File: config.mk
export PLATFORM = sky130hd
export DESIGN_NAME = one_period_capture_and_measure_top
export DESIGN_NICKNAME = d
export VERILOG_FILES = /design/src/hdl/opcm_pkg.sv /design/src/hdl/one_period_capture_and_measure_top.sv /design/src/hdl/opcm_step.sv
export SDC_FILE = /design/constraint.sdc
export NUM_CORES = 1
export LEC_CHECK = 0
export BUFFER_PORTS_ARGS = -buffer_cell sky130_fd_sc_hd__buf_4
export CORE_ASPECT_RATIO = 0.7
export CORE_MARGIN = 1
export CORE_UTILIZATION = 41
export DETAILED_ROUTE_END_ITERATION = 16
export SLEW_MARGIN = 20
export SYNTH_ARGS = -nofsm -noshare
export SYNTH_HDL_FRONTEND = slang
export SYNTH_SLANG_ARGS = --single-unit
File: constraint.sdc
create_clock -name clk -period 4.9 [get_ports clk]
set_clock_uncertainty 0.05 [all_clocks]
set_input_delay 0.245 -clock clk [delete_from_list [all_inputs] [get_ports clk]]
set_output_delay 0.245 -clock clk [all_outputs]
set_load 0.02 [all_outputs]
File: src/hdl/opcm_pkg.sv
package opcm_pkg;

  localparam int unsigned CODE_W = 12;
  localparam int unsigned CNT_W  = 11;
  localparam int unsigned IDX_W  = 10;

  localparam logic [CNT_W-1:0] CNT_MAX = '1;

  localparam logic [2:0] ADDR_THRESHOLD  = 3'd0;
  localparam logic [2:0] ADDR_MIN_PERIOD = 3'd4;

  localparam logic [CODE_W-1:0] THRESHOLD_RST  = 12'd2048;
  localparam logic [CNT_W-1:0]  MIN_PERIOD_RST = 11'd10;

  typedef enum logic [4:0] {
    PH_WAIT_LOW = 5'b00001,
    PH_ARMED    = 5'b00010,
    PH_HIGH     = 5'b00100,
    PH_LOW      = 5'b01000,
    PH_FILL     = 5'b10000
  } phase_t;

  typedef struct packed {
    logic [CODE_W-1:0] analog_sample;
    logic              digital_level;
  } in_item_t;

  typedef struct packed {
    logic              captured;
    logic [CODE_W-1:0] sample_value;
    logic              digital_value;
    logic [IDX_W-1:0]  sample_index;
    logic              done_res;
    logic [CNT_W-1:0]  high_count;
    logic [CNT_W-1:0]  low_count;
    logic [CODE_W-1:0] peak_max;
    logic [CODE_W-1:0] trough_min;
  } out_item_t;

  typedef struct packed {
    logic [CODE_W-1:0] threshold;
    logic [CNT_W-1:0]  min_period;
  } cfg_t;

  typedef struct packed {
    phase_t            phase;
    logic [CNT_W-1:0]  fill_cnt;
    logic [CNT_W-1:0]  high_cnt;
    logic [CNT_W-1:0]  low_cnt;
    logic [CODE_W-1:0] run_max;
    logic [CODE_W-1:0] run_min;
  } meas_t;

  function automatic meas_t meas_clear(logic [CODE_W-1:0] min_init);
    meas_t m;
    m.phase    = PH_WAIT_LOW;
    m.fill_cnt = '0;
    m.high_cnt = '0;
    m.low_cnt  = '0;
    m.run_max  = '0;
    m.run_min  = min_init;
    return m;
  endfunction

endpackage

File: src/hdl/one_period_capture_and_measure_top.sv
// One-period capture and measure block.
// Items enter on the in_ channel (valid/ready): one ADC code and one digital
// level per item. Every item gives exactly one result item on the out_
// channel, carrying the capture flag, the record index, the half-period
// counts and the running extremes after that item.
// An accepted item waits in an input register while the phase update runs,
// and the result register is written when the item moves on from it. One
// item is taken every cycle while the receiver keeps out_ready high.
// When the receiver stalls, the result register holds and the input
// register keeps its item; in_ready falls only when both are full.
// The APB port writes threshold at address 0 and min_period at address 4;
// it must be written only while the block is idle.
// Reset clears the measurement, restores the register defaults and empties
// both pipeline registers.
module one_period_capture_and_measure_top import opcm_pkg::*; #(
  parameter int unsigned RECORD_DEPTH = 100,
  parameter int unsigned SAMPLE_BITS  = 12
) (
  input  logic        clk,
  input  logic        rst_n,
  input  logic        in_valid,
  output logic        in_ready,
  input  in_item_t    in_data,
  output logic        out_valid,
  input  logic        out_ready,
  output out_item_t   out_data,
  input  logic        cfg_psel,
  input  logic        cfg_penable,
  input  logic        cfg_pwrite,
  input  logic [2:0]  cfg_paddr,
  input  logic [31:0] cfg_pwdata,
  output logic [31:0] cfg_prdata,
  output logic        cfg_pready
);

  localparam logic [CODE_W-1:0] SMASK =
    (SAMPLE_BITS >= CODE_W) ? '1 : CODE_W'((1 << SAMPLE_BITS) - 1);
  localparam logic [CNT_W-1:0] DEPTH = CNT_W'(RECORD_DEPTH);

  cfg_t      cfg_r;
  in_item_t  in_data_r;
  logic      in_vld_r;
  out_item_t out_data_r;
  logic      out_vld_r;
  meas_t     meas_r;
  meas_t     meas_nxt;
  out_item_t res_nxt;
  logic      adv;
  logic      cfg_wr;

  assign cfg_pready = 1'b1;
  assign cfg_wr     = cfg_psel & cfg_penable & cfg_pwrite;

  always_ff @(posedge clk) begin
    if (!rst_n) begin
      cfg_r.threshold  <= THRESHOLD_RST;
      cfg_r.min_period <= MIN_PERIOD_RST;
    end else if (cfg_wr) begin
      if (cfg_paddr[2] == ADDR_MIN_PERIOD[2]) begin
        cfg_r.min_period <= cfg_pwdata[CNT_W-1:0];
      end else begin
        cfg_r.threshold <= cfg_pwdata[CODE_W-1:0];
      end
    end
  end

  always_comb begin
    if (cfg_paddr[2] == ADDR_THRESHOLD[2]) begin
      cfg_prdata = {{(32-CODE_W){1'b0}}, cfg_r.threshold};
    end else begin
      cfg_prdata = {{(32-CNT_W){1'b0}}, cfg_r.min_period};
    end
  end

  assign adv      = in_vld_r & (~out_vld_r | out_ready);
  assign in_ready = ~in_vld_r | adv;

  opcm_step #(
    .RECORD_DEPTH(RECORD_DEPTH),
    .SAMPLE_BITS (SAMPLE_BITS)
  ) u_step (
    .cur (meas_r),
    .item(in_data_r),
    .cfg (cfg_r),
    .nxt (meas_nxt),
    .res (res_nxt)
  );

  always_ff @(posedge clk) begin
    if (!rst_n) begin
      in_vld_r  <= 1'b0;
      out_vld_r <= 1'b0;
      meas_r    <= meas_clear(SMASK);
    end else begin
      if (in_ready) begin
        in_vld_r <= in_valid;
      end
      if (adv) begin
        out_vld_r <= 1'b1;
        meas_r    <= meas_nxt;
      end else if (out_ready) begin
        out_vld_r <= 1'b0;
      end
    end
  end

  always_ff @(posedge clk) begin
    if (in_valid && in_ready) begin
      in_data_r <= in_data;
    end
    if (adv) begin
      out_data_r <= res_nxt;
    end
  end

  assign out_valid = out_vld_r;
  assign out_data  = out_data_r;

  a_fill_bound: assert property (@(posedge clk) disable iff (!rst_n)
    meas_r.fill_cnt <= DEPTH)
    else $error("fill count beyond record depth");

  a_full_holds: assert property (@(posedge clk) disable iff (!rst_n)
    (adv && meas_r.fill_cnt == DEPTH) |=> $stable(meas_r))
    else $error("measurement changed after record was full");

  a_idle_clear: assert property (@(posedge clk) disable iff (!rst_n)
    (meas_r.phase == PH_WAIT_LOW || meas_r.phase == PH_ARMED) |->
      (meas_r.fill_cnt == '0 && meas_r.high_cnt == '0 && meas_r.low_cnt == '0))
    else $error("counts not clear before capture");

  a_index_bound: assert property (@(posedge clk) disable iff (!rst_n)
    (out_vld_r && out_data_r.captured) |->
      ({1'b0, out_data_r.sample_index} < DEPTH))
    else $error("captured index beyond record depth");

  a_no_overwrite: assert property (@(posedge clk) disable iff (!rst_n)
    (out_vld_r && !out_ready) |=> (out_vld_r && $stable(out_data_r)))
    else $error("stalled result lost");

endmodule

File: src/hdl/opcm_step.sv
module opcm_step import opcm_pkg::*; #(
  parameter int unsigned RECORD_DEPTH = 100,
  parameter int unsigned SAMPLE_BITS  = 12
) (
  input  meas_t     cur,
  input  in_item_t  item,
  input  cfg_t      cfg,
  output meas_t     nxt,
  output out_item_t res
);

  localparam logic [CODE_W-1:0] SMASK =
    (SAMPLE_BITS >= CODE_W) ? '1 : CODE_W'((1 << SAMPLE_BITS) - 1);
  localparam logic [CNT_W-1:0] DEPTH = CNT_W'(RECORD_DEPTH);

  logic [CODE_W-1:0] s;
  logic              s_low;
  logic [CNT_W-1:0]  high_inc;
  logic [CNT_W-1:0]  low_inc;
  logic [CODE_W-1:0] max_upd;
  logic [CODE_W-1:0] min_upd;
  logic [CNT_W:0]    period;
  logic              cap;

  assign s        = item.analog_sample & SMASK;
  assign s_low    = s < cfg.threshold;
  assign high_inc = (cur.high_cnt == CNT_MAX) ? CNT_MAX : cur.high_cnt + 1'b1;
  assign low_inc  = (cur.low_cnt == CNT_MAX) ? CNT_MAX : cur.low_cnt + 1'b1;
  assign max_upd  = (s > cur.run_max) ? s : cur.run_max;
  assign min_upd  = (s < cur.run_min) ? s : cur.run_min;
  assign period   = {1'b0, cur.high_cnt} + {1'b0, cur.low_cnt};

  always_comb begin
    nxt = cur;
    cap = 1'b0;
    if (cur.fill_cnt < DEPTH) begin
      unique case (cur.phase)
        PH_WAIT_LOW: begin
          if (s_low) begin
            nxt.phase = PH_ARMED;
          end
        end
        PH_ARMED: begin
          if (!s_low) begin
            nxt.phase    = PH_HIGH;
            cap          = 1'b1;
            nxt.high_cnt = high_inc;
            nxt.run_max  = max_upd;
          end
        end
        PH_HIGH: begin
          cap = 1'b1;
          if (!s_low) begin
            nxt.high_cnt = high_inc;
            nxt.run_max  = max_upd;
          end else begin
            nxt.phase   = PH_LOW;
            nxt.low_cnt = low_inc;
            nxt.run_min = min_upd;
          end
        end
        PH_LOW: begin
          if (s_low) begin
            cap         = 1'b1;
            nxt.low_cnt = low_inc;
            nxt.run_min = min_upd;
          end else if (period < {1'b0, cfg.min_period}) begin
            nxt = meas_clear(SMASK);
          end else begin
            nxt.phase = PH_FILL;
            cap       = 1'b1;
          end
        end
        default: begin
          nxt.phase = PH_FILL;
          cap       = 1'b1;
        end
      endcase
      if (cap) begin
        nxt.fill_cnt = cur.fill_cnt + 1'b1;
      end
    end
  end

  always_comb begin
    res.captured      = cap;
    res.sample_value  = cap ? s : '0;
    res.digital_value = cap & item.digital_level;
    res.sample_index  = cap ? cur.fill_cnt[IDX_W-1:0] : '0;
    res.done_res      = nxt.fill_cnt >= DEPTH;
    res.high_count    = nxt.high_cnt;
    res.low_count     = nxt.low_cnt;
    res.peak_max      = nxt.run_max;
    res.trough_min    = nxt.run_min;
  end

endmodule
Word-level counts from Yosys, hierarchy flattened --
Index checks and enable logic that the tools add are counted.
Operators by class: reduce and logical (&&, ||, !) cells 6, shifts and indexed selects 0, magnitude comparators 6, muxes and demuxes 34, eq/ne operators 10, $mul 0, divide/modulo/power cells 0, $add $sub $neg 4, bitwise logic cells 9
Operators by type and width (number):
- two-way mux 57 bit | 2
- two-way mux 12 bit | 7
- two-way mux 11 bit | 7
- one-hot mux 12 bit (2 select lines) | 2
- one-hot mux 11 bit (2 select lines) | 2
- adder 11 x 1 -> 11 bit (second input constant) | 3
- two-way mux 27 bit | 1
- < comparator 12 bit | 2
- equality test 11 bit (second input constant) | 2
- two-way mux 5 bit | 4
- one-hot mux 5 bit (4 select lines) | 1
- adder 11 x 11 -> 12 bit | 1
- > comparator 12 bit | 1
- < comparator 12 x 11 -> 1 bit | 1
- greater-or-equal comparator 11 x 7 -> 1 bit (second input constant) | 1
- < comparator 11 x 7 -> 1 bit (second input constant) | 1
- two-way mux 1 bit | 7
- AND reduction 6 bit | 1
- equality test 5 x 1 -> 1 bit (second input constant) | 1
- equality test 5 x 2 -> 1 bit (second input constant) | 1
- equality test 5 x 3 -> 1 bit (second input constant) | 1
- equality test 5 x 4 -> 1 bit (second input constant) | 1
- bitwise AND 1 bit | 4
- inequality test 2 x 1 -> 1 bit (second input constant) | 2
- 8 further kinds | 13
Storage, ports and cells: bits in writable memories 0, register bits 171, memories 0, output and inout port bits 106, memory bits (read-only) 0, bits in latches 0, bits of input ports 55

Logic depth before layout (Yosys ltp) --
depth after elaboration 9, depth in mapped cells 17, depth with buffers taken out 16

Cells and area by module --
A second synthesis with hierarchy kept.
Unflattened totals: cells, all modules 1024, area total of the unflattened synthesis 9803.2 um^2
By module, submodules not included:
- one_period_capture_and_measure_top | times used 1, area each 6238.5 um^2, cells an instance 490
- opcm_step | times used 1, area each 3564.7 um^2, cells an instance 534

Worst setup path before layout --
OpenSTA, ideal clock, no wires.
kind flip-flop to flip-flop, from reg meas_r[24] (netlist bit), to reg out_data_r, in the netlist out_data[13], data pin, period minus slack after synthesis 3.996 ns, slack 0.904 ns, cell stages (with the launch flop) 18, data arrival time 3.690 ns, buffers on the path 1, path through dfxtp_1 > ha_1 > fa_1 > a21o_1 > a21oi_1 > o21bai_1 > a21oi_1 > o21a_1 > nand3_1 > o211ai_1 > ha_1 > nor2b_1 > a2111oi_4 > o221ai_4 > nor4_4 > nor2_2 > buf_2 > a22o_1
RTL lines:
- start, declared | line one_period_capture_and_measure_top.sv:45 | meas_t meas_r;
- start signal, assigned | line one_period_capture_and_measure_top.sv:93 | meas_r <= meas_clear(SMASK);
- start signal, assigned | line one_period_capture_and_measure_top.sv:100 | meas_r <= meas_nxt;
- end signal, assigned | line one_period_capture_and_measure_top.sv:112 | out_data_r <= res_nxt;
- end, declared | line one_period_capture_and_measure_top.sv:43 | out_item_t out_data_r;

==> summary.txt <==
Status
  – Status: complete, no violations

Global routing
  – Vias in the first global route: 6,804
  – First-pass GRT wire length: 37,600 um
  – Largest net degree at the start of global routing: 36
  – Initial antenna violation count: 1
  – GR Util All Layers: 20.9%
  – Grt ovf: 0

Placed design
  – IO buf count: ~120
  – Placer Congestion: 0.895
  – # placed instances: 1,298
  – Placed wire-length estimate: 16,900 um

Layout
  – Final Non-Filler Cells: 1,348
  – Syn-to-layout area delta: 19.6%
  – Final layout net count: 1,167
  – Fin util: 50.4%
  – Antenna cells: 0
  – Layout cells sized above 1: 18.1%

Yosys
  – Ys Warns: 0
  – Top FF cell, synth: dfxtp_1
  – Largest cells by area after synthesis: edfxtp_1 27%, dfxtp_1 19%, ha_1 7.9%
  – Simple-Gate Fraction of Synth Area: about 16%
  – Post-synthesis adder-cell area fraction: approximately 8%
  – Share of the synthesized area in the top cell type: 27.4%
  – Most frequent cell after synthesis: nand2_1
  – Post-Syn Instances: 931
  – Post-synth top area cell: edfxtp_1
  – Ys async rst share: 0%
  – Commonest cells post-synth: 100 x nand2_1, 87 x dfxtp_1, 84 x edfxtp_1
  – Register area share after synthesis: 46.3%
  – Synthesized flop and latch total: 171
  – Mux share of post-synthesis cell area: 0.666%
  – Distinct cells, synth: 85
  – Compound-cell area share of the yosys netlist: between 20% and 30%
  – Synth Cell Area: 9200 sq um
  – XOR/XNOR Fraction of Synth Area: 1.05%
  – EDFF count, synth: 84
  – Syn avg cell area: 9.89 sq um
  – Main combinational cell family by area after synthesis: compound AO/OA/AOI/OAI gates

Setup path
  – Last element of the critical path: out_data[46]
  – Critical path type: reg2reg
  – Crit path launch: meas_r[35]
  – Startpoint types: flop
  – R2R setup slack: 0.37 ns
  – Reg2Reg Launch Point: meas_r[35]
  – Worst Path Max Fanout: 13
  – Worst Setup End Kind: flop
  – FF-to-FF End: out_data[46]
  – Req. time, crit path: approximately 5 ns
  – Worst r2r path cells: 16
  – Worst EP arrival: 4.67 ns

Floorplanning
  – Starting Density: 42.1%
  – Die area: 23,100 sq um
  – Die X: 181 um
  – # IOs: 161
  – Row count: 45
  – Vert. Die Dim: 127 um
  – Core area: around 22,000 sq um

Clock network
  – Worst skew pair latency: 0.44 ns
  – Clk sinks: 171
  – Clock transition at the registers of the reported paths: about 0.070 ns
  – TritonCTS Buffers: 17
  – Root Driver: clkbuf_16
  – CTS tree: yes
  – Htree depth: 4
  – Clock Tree Buf Depth: 2

Power
  – Power density over the cells: 293 nW/um^2
  – VDD IR max: roughly 0.25 mV
  – Leakage power: 4.31 nW
  – Tot Pwr: around 0.0032 W

STA
  – Fmax: 221 MHz
  – Hold_ws: 0.0127 ns
  – Setup tns final: 0 ns
  – Slew @ Worst Pin: 0.902 ns
  – Slew Limit Fails: 0
  – Period utilization: ~93%
  – Final hold vios: 0
  – Slew HR: 39.8%
  – Min Clock Period, post-route: 4.53 ns
  – Final setup vio count: 0
  – Unrepaired setup endpoints after global routing: false

Routing
  – Total Wirelength: 23,900 um
  – Vias: 7,492
  – DRC: 0
  – Vias/cell: 5.56
  – DR WL/cell: 17.7 um
  – Initial DRT Pass Iterations: 5
  – Antenna Violating Nets Remaining: 0
  – Initial drt markers: 602

Worst hold path
  – HP Class: in2reg

Job
  – # Max-Cap Violations: 0
[area by class of cell]
class | count | area [sq um]
timing repair buffer | 148 | 1160
sequential | 171 | 4260
clock inverter | 15 | 163
tap | 282 | 353
inverter | 54 | 204
fill | 2022 | 10800
multi-input combinational | 661 | 4440
clock buffer | 17 | 425
[state kept, by name, indices dropped and copies added (netlist names)]
register	count
out_data	71
cfg_r	23
out_valid	1
in_data_r	13
meas_r	62
in_vld_r	1
[cells by family (layout without fill, tap and decap cells)]
family	count (synthesis)	in the layout
multiplexers	6	6
buffers and inverters	121	234
adder cells (fa/ha/maj)	59	59
other	2	24
AO/OA/AOI/OAI	274	274
XOR/XNOR	11	11
AND/OR/NAND/NOR	287	287
flip-flops	171	171
[report_power, final]
group	switching, W	leakage (nW)	internal, W
registers	0.0000340	1.46	0.00154
logic	0.000195	2.57	0.000109
clock network	0.000629	0.284	0.000720
total	0.000858	4.31	0.00237
[layout by cell type, fill, tap and decap left out, drive strengths merged, types with 5 or more instances in the layout]
cell and instances:
a211oi 11, a21o 8, a21oi 76, a22o 25
a31oi 9, and2 12, and3 31, buf 130
clkbuf 17, clkinv 8, conb 24, dfxtp 87
dlygate4sd3 18, edfxtp 84, ha 58, inv 58
mux2i 5, nand2 101, nand3 31, nand4 13
nor2 46, nor2b 6, nor3 17, nor4 5
o211ai 12, o21a 11, o21ai 45, o22a 15
o31ai 11, o32a 14, or3 7, xnor2 7
[metal layers]
metal / up-vias / part of all wire (%) / track usage (%)
met2: 281 / 40 / 28.3
met1: 3502 / 52 / 32.9
met4: 2 / 1.1 / 5.68
met3: 20 / 7.2 / 4.30
met5: - / 0.050 / 0
li1: 3687 / - / -
[worst min path at each step]
stage                   from           end  cells past startpoint
2_1_floorplan     in_data[0]  in_data_r[0]                      0
3_3_place_gp      in_data[7]  in_data_r[7]                      1
3_5_place_dp      in_data[6]  in_data_r[6]                      1
4_1_cts        cfg_pwdata[4]     cfg_r[15]                      3
5_1_grt        cfg_pwdata[2]      cfg_r[2]                      3
6_report       cfg_pwdata[2]      cfg_r[2]                      3
[metrics by stage]
| stage | worst slack, ns | area (sq um) |
|---|---|---|
| after floorplan | 0.904 | 9290 |
| after global placement | 0.446 | 10200 |
| after detailed placement | 0.443 | 10200 |
| after CTS | 0.378 | 11000 |
| after global routing | 0.0451 | 11000 |
| final | 0.367 | 11000 |
[critical path, stage by stage (launching register included)]
cell       delay, ns
dfxtp_1         0.43
ha_1            0.29
fa_1            0.42
a21o_1          0.17
a21oi_1         0.22
o21bai_1        0.09
a21oi_1         0.24
o21a_1          0.22
nand3_1         0.09
o211ai_1        0.12
ha_1            0.27
nor2b_1         0.16
a2111oi_4       0.36
o221a_2         0.31
nand3_2         0.25
and3_1          0.28
o32a_1          0.32
[repair_timing]
action,CTS,global route
gates resized for setup,0,0
buffers inserted,0,0
hold buffers,18,0
hold endpoints to repair,18,0
No activity file was read; power rests on OpenSTA's default activity.
